`config.mk`:
```
export PLATFORM = sky130hd
export DESIGN_NAME = dmxr_out_reg
export DESIGN_NICKNAME = d
export VERILOG_FILES = /design/src/dmxr_pkg.sv /design/src/dmxr_out_reg.sv
export SDC_FILE = /design/constraint.sdc
export NUM_CORES = 1
export LEC_CHECK = 0
export BUFFER_PORTS_ARGS = -buffer_cell sky130_fd_sc_hd__buf_4
export CAP_MARGIN = 20
export CORE_MARGIN = 1
export CORE_UTILIZATION = 37
export CTS_CLUSTER_SIZE = 30
export DETAILED_ROUTE_END_ITERATION = 10
export PLACE_DENSITY_LB_ADDON = 0.2
export REMOVE_ABC_BUFFERS = 1
export SYNTH_ARGS = -nofsm -noshare
export SYNTH_HDL_FRONTEND = slang
export SYNTH_SLANG_ARGS = --single-unit
```
`constraint.sdc`:
```
create_clock -name clk -period 0.9 [get_ports clk]
set_clock_uncertainty 0.1 [all_clocks]
set_input_delay 0 -clock clk [delete_from_list [all_inputs] [get_ports clk]]
set_output_delay 0 -clock clk [all_outputs]
set_load 0.02 [all_outputs]
```
`src/dmxr_pkg.sv`:
```
`timescale 1ns / 1ps
// ----------------------------------------------------------------------------
// DMX receiver package
// Shared widths, constants and payload types of the DMX frame receiver.
// ----------------------------------------------------------------------------
package dmxr_pkg;

  localparam int BOARD_CHANNELS = 16;
  localparam int UNIVERSE_SLOTS = 512;

  localparam int DATA_W  = 8;
  localparam int ADDR_W  = 5;
  localparam int CHAN_W  = 4;
  localparam int SLOT_W  = 10;
  localparam int PHASE_W = 2;

  // One received UART byte with its framing-error flag.
  typedef struct packed {
    logic [DATA_W-1:0] rx_byte;
    logic              framing_error;
  } dmxr_item_t;

  // One result: the store write made by a byte and the state after it.
  typedef struct packed {
    logic               store_write;
    logic [CHAN_W-1:0]  channel_slot;
    logic [DATA_W-1:0]  channel_value;
    logic [PHASE_W-1:0] frame_state;
  } dmxr_result_t;

endpackage

```
`src/dmxr_out_reg.sv`:
```
`timescale 1ns / 1ps
// ----------------------------------------------------------------------------
// DMX receiver result register
// Holds one result until the sink takes it; reports when it can load.
// ----------------------------------------------------------------------------
module dmxr_out_reg
  import dmxr_pkg::*;
(
  input  logic         clk,
  input  logic         rst_n,
  input  logic         load,
  input  dmxr_result_t result_in,
  input  logic         ready,
  output logic         valid,
  output logic         can_load,
  output dmxr_result_t result_out
);

  logic         valid_r;
  dmxr_result_t data_r;

  assign can_load   = !valid_r || ready;
  assign valid      = valid_r;
  assign result_out = data_r;

  always_ff @(posedge clk) begin
    if (!rst_n) begin
      valid_r <= 1'b0;
    end else if (load) begin
      valid_r <= 1'b1;
    end else if (ready) begin
      valid_r <= 1'b0;
    end
  end

  always_ff @(posedge clk) begin
    if (load) begin
      data_r <= result_in;
    end
  end

endmodule

```
==> reports/qor.yml <==
status:
  run_status: "finished with violations"
  failed_checks: "hold timing, setup timing"
cts:
  cts_max_level: 1
  cts.reportedPaths.clkPinSlew_ns: 0.09
  cts_tree: "built"
  cts_max_path_buffers: 2
  numCtsBuffers: 3
  cts.sinks: 16
  hold_buffers: 17
  cts.root.buffer_cell: "clkbuf_4"
  insertion_delay_ns: 0.28
sta:
  max_freq_mhz: 1058
  whs_ns: -0.01532
  worstMarginPinSlew_ns: 0.1432
  final.setup.worst_slack_ns: -0.04510
  min_period_over_period: 1.050
  tns_ns: -0.4294
  finalMaxSlewViolations: 0
  min_period_ns: 0.9451
  setup_viol: 16
  slew_headroom: 0.9046
  rsz0062_at_grt: "yes"
  hold_viol: 1
routing:
  vias: 402
  wire_per_inst_um: 14.90
  wirelength_um: 1341
  dr.pass1.iters: 3
  viasPerCell: 4.467
  final_antenna_net_count: 0
  drt-initial-drc-count: 9
  drc: 0
synthesis:
  synth_area_sq_um: 499.2
  ys_warn_count: 0
  avgSynthCellArea_sq_um: 26.28
  ys_async_sr_fraction: 0
  ys_ff_latch: 16
  synth_cells: 19
  yosysTopAreaCell: "edfxtp_1"
  synth_common_cells: "edfxtp_1 (15), a21boi_2 (1), dfxtp_1 (1), inv_1 (1), nand2b_4 (1)"
  synth-main-ff-cell: "edfxtp_1"
  yosysTopAreaCellShare: 0.9023
  synth.most_common_cell: "edfxtp_1"
  ys_seq_area_frac: 0.9424
  ys_top_cells_by_area: "edfxtp_1 (90%), dfxtp_1 (4.0%), nand2b_4 (2.8%)"
  synth_cell_types: 5
  synth-edff-count: 15
cells_and_area:
  seqCellArea_sq_um: 471.7
  n_fill_cell: 47
  area_growth_pct: 111.3
  finalNetCount: 96
  multi_input_area_sq_um: 25.02
  n_antenna_cell: 0
  drive_above_1_share: 0.5658
pwr:
  power.leakage_nw: 0.4560
  p_per_area_nw_per_um2: 1637
  ir_drop_v: 0.001146
placement:
  portBuffers: 35
  gp_congestion: 0.5634
floorplan:
  core-area_sq_um: 1186
  die_y_um: 38.73
  initial_core_util: 0.4209
  dieArea_sq_um: 1500
  die_x_um: 38.73
  num_io_pins: 36
  rows: 12
setup_path:
  crit_type: "reg2out"
  crit_family: "flip-flops"
  path_cells: "buf_4"
  required_ns: 0.80
  worst-path-buf-inv: 1
  cp.arrival_ns: 0.85
  crit_fanout: 1
  endpoint_kind: "primary output"
  slowest_delay_ns: 0.39
  worstSetupStartpointType: "flip-flop"
  critPathSlowestCell: "edfxtp_1"
global_routing:
  grt_max_degree: 17
  grt-ovfl-total: 0
  antenna_found_initial: 0
  grt.total_usage: 0.2171
  grt_pass1_wl_um: 1994
  grt_pass1_vias: 463
flow_run:
  max_cap_viol_count: 0
worst_hold_path:
  hold_class: "in2reg"
-- placed cells by master, fill, tap and decap left out --
master,count
edfxtp_1,15
dlygate4sd3_1,17
a21boi_2,1
nand2b_4,1
buf_6,16
clkbuf_4,3
inv_1,1
dfxtp_2,1
clkbuf_8,1
buf_4,20
-- cells by family (layout without fill, tap and decap cells) --
kind of cell | count (synthesis) | count (layout) | share of synthesized area
AOI/OAI and AO/OA | 1 | 1 | 0.02255
buffers and inverters | 1 | 58 | 0.007512
DFF | 16 | 16 | 0.9424
and+or+nand+nor | 1 | 1 | 0.02756
-- what timing repair did --
action / CTS / global route
hold endpoints to repair: 31 / 1
gates cloned: 0 / 0
pin swaps: 0 / 0
gates resized for setup: 15 / 2
setup endpoints to repair: 17 / 33
setup buffers: 1 / 0
-- state kept, by name, summed over array words and instances (netlist names) --
signal	count
valid	1
result_out	15
-- final cells by class --
| type | instances | share of cell area |
|---|---|---|
| Multi-Input combinational cell | 2 | 0.02372 |
| Inverter | 1 | 0.003559 |
| Sequential cell | 16 | 0.4472 |
| Tap cell | 14 | 0.01661 |
| Clock buffer | 4 | 0.03440 |
| Timing Repair Buffer | 53 | 0.4745 |
-- layer usage --
metal | routed length [um] | vias to the layer above | GRT usage | part of all wire
li1 | - | 187 | - | -
met1 | 475 | 190 | 0.2023 | 0.35
met2 | 783 | 23 | 0.4125 | 0.58
met3 | 68 | 2 | 0.06936 | 0.051
met4 | 14 | 0 | 0.1034 | 0.010
met5 | 0 | - | 0 | 0
-- where the power goes --
part           internal (mW)  leakage, nW  switching [mW]
Combinational          0.207        0.280           0.137
Clock                  0.246       0.0210           0.230
Sequential             0.878        0.155          0.0279
Total                   1.33        0.456           0.395
-- final timing paths --
check	from	endpoint	slack (ns)	depth (start not counted)
worst max-delay path	result_out[4]$_DFFE_PP_	result_out[4]	-0.05	1
worst min-delay path	ready	valid$_SDFFE_PN0P_	-0.02	4
worst max register to register	valid$_SDFFE_PN0P_	valid$_SDFFE_PN0P_	0.05	3
worst min register to register	valid$_SDFFE_PN0P_	valid$_SDFFE_PN0P_	0.50	3
-- per-stage QoR --
stage	cell area (sq um)	setup WS, ns	utilization	cells	power (mW)
6_report	1055	-0.04510	0.8892	90	1.727
5_1_grt	1055	-0.07400	0.8892	90	1.785
4_1_cts	1047	-0.04388	0.8829	90	1.726
3_5_place_dp	779.5	0.1680	0.6572	68	1.158
3_3_place_gp	779.5	0.2099	0.6572	68	1.149
2_1_floorplan	499.2	0.02590	-	19	0.9987
Power figures use the tool's default switching activity.
