## config.mk

```make
export PLATFORM = sky130hd
export DESIGN_NAME = dmxr_frame_fsm
export DESIGN_NICKNAME = d
export VERILOG_FILES = /design/src/dmxr_pkg.sv /design/src/dmxr_frame_fsm.sv
export SDC_FILE = /design/constraint.sdc
export NUM_CORES = 1
export LEC_CHECK = 0
export ABC_CLOCK_PERIOD_IN_PS = 3250
export BUFFER_PORTS_ARGS = -buffer_cell sky130_fd_sc_hd__buf_2
export CORE_MARGIN = 2
export CORE_UTILIZATION = 54
export CTS_BUF_LIST = sky130_fd_sc_hd__clkbuf_16
export DETAILED_ROUTE_END_ITERATION = 7
export PLACE_DENSITY = 0.88
export RECOVER_POWER = 50
export SYNTH_ARGS = -nofsm -noshare
export SYNTH_HDL_FRONTEND = slang
export SYNTH_SLANG_ARGS = --single-unit
```

## constraint.sdc

```tcl
create_clock -name clk -period 3.25 [get_ports clk]
set_input_delay 0.65 -clock clk [delete_from_list [all_inputs] [get_ports clk]]
set_output_delay 0.65 -clock clk [all_outputs]
set_load 0.05 [all_outputs]
```

## src/dmxr_pkg.sv

```systemverilog
`timescale 1ns / 1ps
// ----------------------------------------------------------------------------
// DMX receiver package
// Shared widths, constants and payload types of the DMX frame receiver.
// ----------------------------------------------------------------------------
package dmxr_pkg;

  localparam int BOARD_CHANNELS = 16;
  localparam int UNIVERSE_SLOTS = 512;

  localparam int DATA_W  = 8;
  localparam int ADDR_W  = 5;
  localparam int CHAN_W  = 4;
  localparam int SLOT_W  = 10;
  localparam int PHASE_W = 2;

  // One received UART byte with its framing-error flag.
  typedef struct packed {
    logic [DATA_W-1:0] rx_byte;
    logic              framing_error;
  } dmxr_item_t;

  // One result: the store write made by a byte and the state after it.
  typedef struct packed {
    logic               store_write;
    logic [CHAN_W-1:0]  channel_slot;
    logic [DATA_W-1:0]  channel_value;
    logic [PHASE_W-1:0] frame_state;
  } dmxr_result_t;

endpackage

```

## src/dmxr_frame_fsm.sv

```systemverilog
`timescale 1ns / 1ps
// ----------------------------------------------------------------------------
// DMX frame sequencer
// Break / start code / slot state machine with the slot counter and the
// board window test. Produces the result of the byte stepped this cycle.
// ----------------------------------------------------------------------------
module dmxr_frame_fsm
  import dmxr_pkg::*;
(
  input  logic              clk,
  input  logic              rst_n,
  input  logic              step_en,
  input  dmxr_item_t        item,
  input  logic [ADDR_W-1:0] board_address,
  output dmxr_result_t      result
);

  typedef enum logic [PHASE_W-1:0] {
    PH_BREAK = 2'd0,
    PH_START = 2'd1,
    PH_READ  = 2'd2
  } phase_t;

  phase_t            phase_r, phase_nxt;
  logic [SLOT_W-1:0] slot_cnt_r, slot_cnt_nxt;

  logic [SLOT_W-1:0] win_first;
  logic [SLOT_W-1:0] win_last;
  logic [SLOT_W-1:0] local_idx;
  logic              in_window;

  assign win_first = SLOT_W'(board_address) * SLOT_W'(BOARD_CHANNELS);
  assign win_last  = win_first + SLOT_W'(BOARD_CHANNELS - 1);
  assign local_idx = slot_cnt_r - win_first;
  assign in_window = (slot_cnt_r >= win_first) && (slot_cnt_r <= win_last) &&
                     (local_idx < SLOT_W'(BOARD_CHANNELS));

  always_comb begin
    phase_nxt             = phase_r;
    slot_cnt_nxt          = slot_cnt_r;
    result.store_write    = 1'b0;
    result.channel_slot   = '0;
    result.channel_value  = '0;
    case (phase_r)
      PH_START: begin
        if (!item.framing_error) begin
          if (item.rx_byte == '0) begin
            slot_cnt_nxt = '0;
            phase_nxt    = PH_READ;
          end else begin
            phase_nxt = PH_BREAK;
          end
        end
      end
      PH_READ: begin
        if (item.framing_error) begin
          phase_nxt = PH_BREAK;
        end else if (slot_cnt_r >= SLOT_W'(UNIVERSE_SLOTS)) begin
          phase_nxt = PH_BREAK;
        end else begin
          if (in_window) begin
            result.store_write   = 1'b1;
            result.channel_slot  = local_idx[CHAN_W-1:0];
            result.channel_value = item.rx_byte;
          end
          slot_cnt_nxt = slot_cnt_r + 1'b1;
        end
      end
      default: begin
        phase_nxt = item.framing_error ? PH_START : PH_BREAK;
      end
    endcase
    result.frame_state = phase_nxt;
  end

  always_ff @(posedge clk) begin
    if (!rst_n) begin
      phase_r    <= PH_BREAK;
      slot_cnt_r <= '0;
    end else if (step_en) begin
      phase_r    <= phase_nxt;
      slot_cnt_r <= slot_cnt_nxt;
    end
  end

endmodule

```

==> flow_summary.ini, run 1 <==
[worst_setup_path]
crit_arrival_ns = 2.37
path_max_fanout = 13
cp.buffers_inverters = 3
cp-end-kind = primary output
worstSetupPathDepth = 8
worstPathCellList = inv_1 -> ha_1 -> nor3b_2 -> o2111ai_1 -> a211oi_1 -> buf_4 -> and2_1 -> buf_2
reg2reg_depth = 6
path_class = reg -> out
start_kind = register
worstPathRequired_ns = 2.60
critPathTopFamily = buffers and inverters
slowest_delay_ns = 0.36
cp_slowest_cell = ha_1

[grt]
grt.busiest_layer = met2
use_met3 = 0.05000
grt_pass1_vias = 969
met2_usage = 0.4658
grt_use_met1 = 0.3061
grt_max_degree = 17
overflow = 0
antenna_found_initial = 0
grt_pass1_wl_um = 4077
track_usage = 0.2663

[power]
power.leakage_uw = 0.0005510
power_density_nw_per_um2 = 333.9
swShare = 0.2144
peakVddDrop_uv = 285.5
p_total_uw = 413.2
p_clk_frac = 0.536
comb_power_share = 0.102
p_sw_uw = 88.61
p_int_uw = 324.6
p_seq_frac = 0.362

[yosys]
syn_inst = 127
ys.flop_type = dfxtp_1
synth_top_family_by_area = simple AND/OR/NAND/NOR gates
synth.avg_cell_area_um2 = 7.872
synth_mux_area_frac = 0
synth-simple-area-share = 0.3166
ys_seq_elements = 12
synth_seq_area_share = 0.2403
synthesis.area_um2 = 999.7
syn-num-nets = 154
synth-compound-area-share = 0.2390
synth-edff-count = 0
synth.distinct_cells = 36
ys_warn_count = 0
synth_xor_area_frac = 0
yosys.area_share.adder = 0.1252
async_flop_share = 0

[cts]
cts_tree = yes
clk_pin_slew_worst_paths_ns = 0.04
clockRootBuffer = clkbuf_16
clock-sinks = 12
cts_max_level = 1
clk_latency_ns = 0.24
cts_buffers = 3
ctsHoldBuffers = 0
clockBufferDepth = 2

[route]
drc = 0
drt-pass1-iter-count = 4
viasPerCell = 6.066
drt_iter0_drc = 48
avgRoutedWirePerCell_um = 14.33
ant_nets = 0
wl_um = 2623
num_vias = 1110

[sta]
period_minus_slack_ns = 3.021
rsz0062_at_grt = no
finalHoldViolCount = 0
clock.fmax_mhz = 331.1
fin_tns_setup_ns = 0
fin_skew_ns = 0.001357
tightest_slew_ns = 0.7163
maxSlewViolCount = 0
holdWs_ns = 0.5208
maxSlewHeadroom = 0.5174
fin_crit_sh = 0.9294
setup_violations = 0

[finish]
fill_cells = 137
n_antenna_cell = 0
multiInputGateArea_um2 = 673.1
area_growth_pct = 23.78
fin_nets = 187
seq_area_um2 = 240.2
fin_area_um2 = 1237
drive_gt1_frac = 0.2532

[floorplanning]
core_um2 = 1727
die_area_um2 = 2211
die_h_um = 47.03
start_util = 0.5790
rows = 15
io_pins = 32
fp.dieW_um = 47.03

[placed_design]
place_hpwl_um = 1986
place_area_um2 = 1171
numPortBuffers = 31
gp_routability_congestion = 0.8600

[hold_path]
hold_path_class = reg -> reg
hold_depth = 2

[outcome]
status = finished, final reports clean

[flow_run]
maxCapViolations = 0
## placed cells by master, fill, tap and decap left out, drive strengths merged, types with 2 or more instances in the layout
cell and n:
and2 12, a32o 2, a22oi 2, nand2 12
o21a 3, buf 31, a21oi 5, inv 15
nand4 2, nand3 6, nor2b 3, ha 10
nor4 3, nor3b 4, or4 2, o21ai 8
o221a 4, nor2 2, nor3 4, clkbuf 4
dfxtp 12
## routing by layer
layer | wire (um) | vias up
met4 | 80 | 0
met1 | 1042 | 514
met5 | 0 | -
met2 | 1299 | 53
li1 | - | 530
met3 | 200 | 13
## stage by stage
stage          instances    util  setup slack [ns]
6_report             183  0.7167            0.2294
5_1_grt              183  0.7167            0.1250
3_3_place_gp         180  0.6783            0.4953
4_1_cts              183  0.7217            0.1203
2_1_floorplan        127       -            0.2147
3_5_place_dp         180  0.6783            0.4207
## synthesized netlist by cell type, types with 4 or more instances
| master | instances | share of area |
|---|---|---|
| inv_1 | 15 | 0.056 |
| nand3_1 | 6 | 0.030 |
| a21oi_1 | 5 | 0.025 |
| and2_1 | 12 | 0.075 |
| o21ai_0 | 7 | 0.035 |
| nor3b_1 | 4 | 0.030 |
| dfxtp_1 | 12 | 0.24 |
| nand2_1 | 12 | 0.045 |
| ha_1 | 10 | 0.13 |
## worst register-to-register path, delay by kind of cell, from the launching register on
family	cells	cell delay [ns]
adder cells (fa/ha/maj)	1	0.32
buffers and inverters	1	0.06
AO/OA/AOI/OAI	2	0.71
AND/OR/NAND/NOR	2	0.33
flip-flops	1	0.37
## path summary, 6_finish.rpt
path	slack [ns]	startpoint	endpoint
max	0.23	phase_r[0]	result[8]
min	0.52	phase_r[1]	phase_r[1]
max reg2reg	1.34	phase_r[0]	slot_cnt_r[9]
min reg2reg	0.52	phase_r[1]	phase_r[1]
## power groups by stage
stage | clock network (uW) | logic [uW] | registers (uW)
final | 221 | 42.3 | 150
after global routing | 230 | 47.3 | 150
after CTS | 224 | 43.1 | 150
after detailed placement | 0 | 42.8 | 152
after global placement | 0 | 40.5 | 152
after floorplan | 0 | 25.7 | 152
## registers in the layout, summed over array words and instances (netlist names)
| name | flops |
|---|---|
| phase_r | 2 |
| slot_cnt_r | 10 |
## repair_timing
item	CTS	global route
gates resized for setup	0	1
buffers inserted	0	0
endpoints found under the setup margin	0	1
## area by class of cell
| type | instances | share of cell area |
|---|---|---|
| tap | 25 | 0.02528 |
| timing repair buffer | 32 | 0.1304 |
| clock buffer | 3 | 0.06067 |
| multi-input combinational | 96 | 0.5440 |
| sequential | 12 | 0.1941 |
| inverter | 15 | 0.04550 |
## logic make-up (layout without fill, tap and decap cells)
logic type / after synthesis / in the layout
buffers and inverters: 19 / 50
DFF: 12 / 12
and+or+nand+nor: 54 / 54
adders and majority gates: 10 / 10
AOI/OAI and AO/OA: 32 / 32
No activity file was read; power rests on OpenSTA's default activity.
==> run 2, diff against run 1 <==
Settings changed: CORE_UTILIZATION 54 to 45, PLACE_DENSITY 0.88 to 0.71.
==> run 2 against run 1 <==
Against the previous run:
- critical path depth stayed put
- final cell count up 2.2%
- count of clock-buffer cells in the layout is the same
- critical path type unchanged
- sequential share of layout area is 0.12 points lower
- setup slack better by 0.029 ns
- highest routed layer unchanged
- design area rose by 0.61%
- clock skew rose by 0.0012 ns
==> flow_summary.ini, run 2 (synthesized netlist as in run 1, its figures left out) <==
[route]
viasPerCell = 5.567
wl_um = 2481
drt_iter0_drc = 11
ant_nets = 0
drc = 0
avgRoutedWirePerCell_um = 13.27
num_vias = 1041
drt-pass1-iter-count = 4

[floorplanning]
die_h_um = 51.14
core_um2 = 2148
rows = 17
io_pins = 32
die_area_um2 = 2615
start_util = 0.4653
fp.dieW_um = 51.14

[placed_design]
gp_routability_congestion = 0.8467
numPortBuffers = 31
place_ws_ns = 0.4445
place_hpwl_um = 1853

[finish]
largest-register = slot_cnt_r
fin_util = 0.5795
largest_register_ffs = 10
mostFrequentLayoutCells = buf_2 (30), inv_1 (15), nand2_1 (12), and2_1 (12), dfxtp_1 (12)
reg_top3 = slot_cnt_r x10, phase_r x2
final_common_cell = buf_2
fin_nets = 187
area_growth_pct = 24.53
drive_gt1_frac = 0.2516
n_antenna_cell = 0

[worst_setup_path]
r2r_end = slot_cnt_r[4]
slowest_delay_ns = 0.36
worstSetupPathDepth = 8
crit_arrival_ns = 2.34
r2r_start = phase_r[0]
start_kind = register
critPathTopFamily = buffers and inverters
path_max_fanout = 13
rrSetupSlack_ns = 1.38
cp_slowest_cell = ha_1
cp-endpoint = result[3]
worstPathCellList = inv_1 -> ha_1 -> nor3b_1 -> o2111ai_1 -> a211oi_1 -> buf_4 -> and2_1 -> buf_2
reg2reg_depth = 6
worstPathRequired_ns = 2.60
cp-end-kind = primary output
cp.buffers_inverters = 3
crit_start = phase_r[0]
path_class = reg -> out

[sta]
tightest_slew_ns = 0.7460
setup_violations = 0
setup_ws_ns = 0.2584
fin_skew_ns = 0.002529
fin_tns_setup_ns = 0
rsz0062_at_grt = no
finalHoldViolCount = 0
maxSlewViolCount = 0
maxSlewHeadroom = 0.4974
fin_crit_sh = 0.9205
period_minus_slack_ns = 2.992
clock.fmax_mhz = 334.3

[cts]
clockRootBuffer = clkbuf_16
clk_pin_slew_worst_paths_ns = 0.04
cts_resized = 0
clockBufferDepth = 2
cts_max_level = 1
cts_buffers = 3
ctsHoldBuffers = 0
clock-sinks = 12
clk_latency_ns = 0.24
post_cts_buffers = 0
cts_tree = yes

[power]
peakVddDrop_uv = 225.1
power.leakage_uw = 0.0005516
p_total_uw = 418.7
power_density_nw_per_um2 = 336.3

[grt]
grt_pass1_wl_um = 4002
grt_pass1_vias = 928
overflow = 0
track_usage = 0.2041
grt_max_degree = 17
antenna_found_initial = 0

[hold_path]
hold_path_class = reg -> reg

[flow_run]
maxCapViolations = 0

[outcome]
status = finished, final reports clean
## run 2: worst min-delay path by stage
| stage | from | end | cells after the start |
|---|---|---|---|
| 6_report | phase_r[1] | phase_r[1] | 2 |
| 5_1_grt | phase_r[1] | phase_r[1] | 2 |
| 4_1_cts | phase_r[1] | phase_r[1] | 2 |
| 3_5_place_dp | phase_r[1] | phase_r[1] | 2 |
| 3_3_place_gp | phase_r[1] | phase_r[1] | 2 |
| 2_1_floorplan | phase_r[1] | phase_r[1] | 2 |
## run 2: area by class of cell
cell class,count,area (um2)
well taps,28,35.03
clock buffers,3,75.07
fillers,197,903.4
repair buffers,32,161.4
multi-input cells,96,673.1
flip-flops and latches,12,240.2
inverters,15,56.30
clock inverters,1,3.754
## run 2: per-layer routing
layer	vias up	track usage	part of all wire
met1	483	0.2383	0.47
met4	0	0.1216	0.019
met3	4	0.02632	0.050
met5	-	0	0
li1	524	-	-
met2	30	0.3528	0.46
## run 2: worst min-delay path, delay by kind of cell, from the launching register on
family,cells,cell delay [ns]
AOI/OAI and AO/OA,1,0.07
DFF,1,0.32
and+or+nand+nor,1,0.09
## run 2: per-stage QoR
stage	std cells	hold slack [ns]	instance area (um2)
after CTS	187	0.5306	1254
after global placement	183	0.4919	1175
after detailed placement	183	0.5216	1175
after floorplan	127	0.4738	1001
after global routing	187	0.5548	1245
final	187	0.5252	1245
## run 2: power by group
part / switching [uW] / internal (uW) / total, uW
clock network: 65.7 / 162 / 228
logic: 25.8 / 15.5 / 41.4
registers: 0.911 / 149 / 150
total: 92.5 / 326 / 419
==> run 3, diff against run 2 <==
Settings changed: ABC_AREA set to 1, PLACE_DENSITY 0.71 to 0.7.
==> run 3 against run 2 <==
Against the previous run:
- wire length is 7.1% higher
- total power is 2.1% higher
- via count is 13% higher
- clock power is 2% lower
- combinational power is 24% higher
- non-clock buffer count is 1 lower
- setup slack better by 0.20 ns
- sequential share of layout area is 1.0 points lower
==> flow_summary.ini, run 3 <==
[power]
power_density_nw_per_um2 = 325.4
peakVddDrop_uv = 393.2
power.leakage_uw = 0.0006936

[worst_setup_path]
path_max_fanout = 13
path_class = in -> out
cp.buffers_inverters = 3
slowest_delay_ns = 0.30
start_kind = primary input
critPathTopFamily = simple AND/OR/NAND/NOR gates
worstPathCellList = buf_2 -> inv_1 -> ha_1 -> a21oi_1 -> nand3_1 -> nand2_1 -> nand4_2 -> nor2_1 -> buf_2
path_common_cell = buf_2
crit_arrival_ns = 2.14
cp-end-kind = primary output
cp_slowest_cell = ha_1
worstPathRequired_ns = 2.60

[route]
num_vias = 1181
drt-met1-wl_um = 1193
met3WireLength_um = 120
wl_met2_um = 1304
ant_nets = 0
drt-pass1-iter-count = 4
drc = 0
viasPerCell = 4.900
drt_iter0_drc = 34
top_layer = met4
avgRoutedWirePerCell_um = 11.02
wl_um = 2656

[floorplanning]
die_area_um2 = 2849
die_h_um = 53.38
start_util = 0.4867
io_pins = 32
core_um2 = 2255
rows = 17
fp.dieW_um = 53.38

[yosys]
synthesis.area_um2 = 1097
synth-edff-count = 0
syn_inst = 182
async_flop_share = 0
synth_seq_area_share = 0.2189
yosysMostFrequentCell = nand2_1
yosys-top-cells-count = nand2_1 (46), inv_1 (32), nor2_1 (31), a21oi_1 (12), dfxtp_1 (12)
yosysTopAreaCell = dfxtp_1
synth.distinct_cells = 25
syn-num-nets = 209
ys_warn_count = 0
ys.flop_type = dfxtp_1
synthTopCellsByArea = dfxtp_1 (22%), nand2_1 (16%), ha_1 (11%)
yosysTopAreaCellShare = 0.2189
ys_seq_elements = 12
synth.avg_cell_area_um2 = 6.029

[cts]
ctsHoldBuffers = 0
cts_max_level = 1
cts_buffers = 3
clockRootBuffer = clkbuf_16
clockBufferDepth = 2
clock-sinks = 12
post_cts_buffers = 0
cts_tree = yes
clk_pin_slew_worst_paths_ns = 0.04
cts_resized = 0
clk_latency_ns = 0.25

[sta]
fin_skew_ns = 0.004925
holdWs_ns = 0.5181
maxSlewHeadroom = 0.6109
tightest_slew_ns = 0.5862
fin_tns_setup_ns = 0
finalHoldViolCount = 0
rsz0062_at_grt = no
fin_crit_sh = 0.8593
period_minus_slack_ns = 2.793
setup_violations = 0
setup_ws_ns = 0.4572
clock.fmax_mhz = 358.1
maxSlewViolCount = 0

[finish]
n_antenna_cell = 0
final_cells = 241
drive_gt1_frac = 0.1690
reg_top3 = slot_cnt_r x10, phase_r x2
area_growth_pct = 19.73
fin_area_um2 = 1314
fin_nets = 242
final_common_cell = nand2_1
mostFrequentLayoutCells = nand2_1 (48), inv_1 (33), nor2_1 (31)
largest_register_ffs = 10
largest-register = slot_cnt_r

[placed_design]
place_inst = 238
place_hpwl_um = 2029
numPortBuffers = 31
place_area_um2 = 1266
place_ws_ns = 0.4444
gp_routability_congestion = 0.8345

[flow_run]
maxCapViolations = 0

[grt]
overflow = 0
track_usage = 0.2137
grt_pass1_wl_um = 4450
grt_max_degree = 14
grt_pass1_vias = 1098
antenna_found_initial = 0

[outcome]
status = finished, final reports clean

[hold_path]
hold_path_class = reg -> reg
run 3: cell types whose count changed after synthesis, moves of 6 or more:
cell	previous run	this run
nor2_1	2	31
and2_1	12	0
a21oi_1	5	12
nand2_1	12	46
o21ai_0	7	1
inv_1	15	32
run 3: cell type report:
cell class / count / area (um2)
multi-input cells: 132 / 676.9
clock buffers: 3 / 75.07
flip-flops and latches: 12 / 240.2
well taps: 28 / 35.03
repair buffers: 31 / 153.9
inverters: 35 / 132.6
fillers: 244 / 940.9
run 3: kinds of logic after synthesis:
| group | share of synthesized area |
|---|---|
| DFF | 0.2189 |
| and+or+nand+nor | 0.3751 |
| xor gates and xnor gates | 0.02395 |
| adders and majority gates | 0.1140 |
| AOI/OAI and AO/OA | 0.1277 |
| buffers and inverters | 0.1402 |
run 3: layer usage:
metal / global-route usage / vias to the layer above
li1: - / 626
met1: 0.2368 / 525
met2: 0.3868 / 25
met3: 0.04802 / 5
met4: 0.08547 / 0
met5: 0 / -
run 3: path summary, 6_finish.rpt:
path / slack (ns) / depth (start not counted) / start / to
max: 0.46 / 9 / board_address[3] / result[12]
min: 0.52 / 2 / slot_cnt_r[8] / slot_cnt_r[8]
max reg2reg: 0.95 / 9 / phase_r[0] / slot_cnt_r[3]
min reg2reg: 0.52 / 2 / slot_cnt_r[8] / slot_cnt_r[8]
run 3: worst reg2reg max path: cells and delay by family (launching register included):
family	cells	cell delay, ns
buffers and inverters	3	0.67
and+or+nand+nor	3	0.52
AOI/OAI and AO/OA	2	0.39
DFF	1	0.36
adders and majority gates	1	0.28
run 3: metrics by stage:
stage            util  power [uW]
3_3_place_gp   0.5616       208.0
6_report       0.5827       427.5
3_5_place_dp   0.5616       210.5
4_1_cts        0.5949       432.6
2_1_floorplan       -       191.4
5_1_grt        0.5827       444.3
run 3: where the power goes:
group          internal [uW]  switching (uW)
logic                   17.7            33.8
registers                150            2.17
clock network            160            63.7
total                    328            99.7
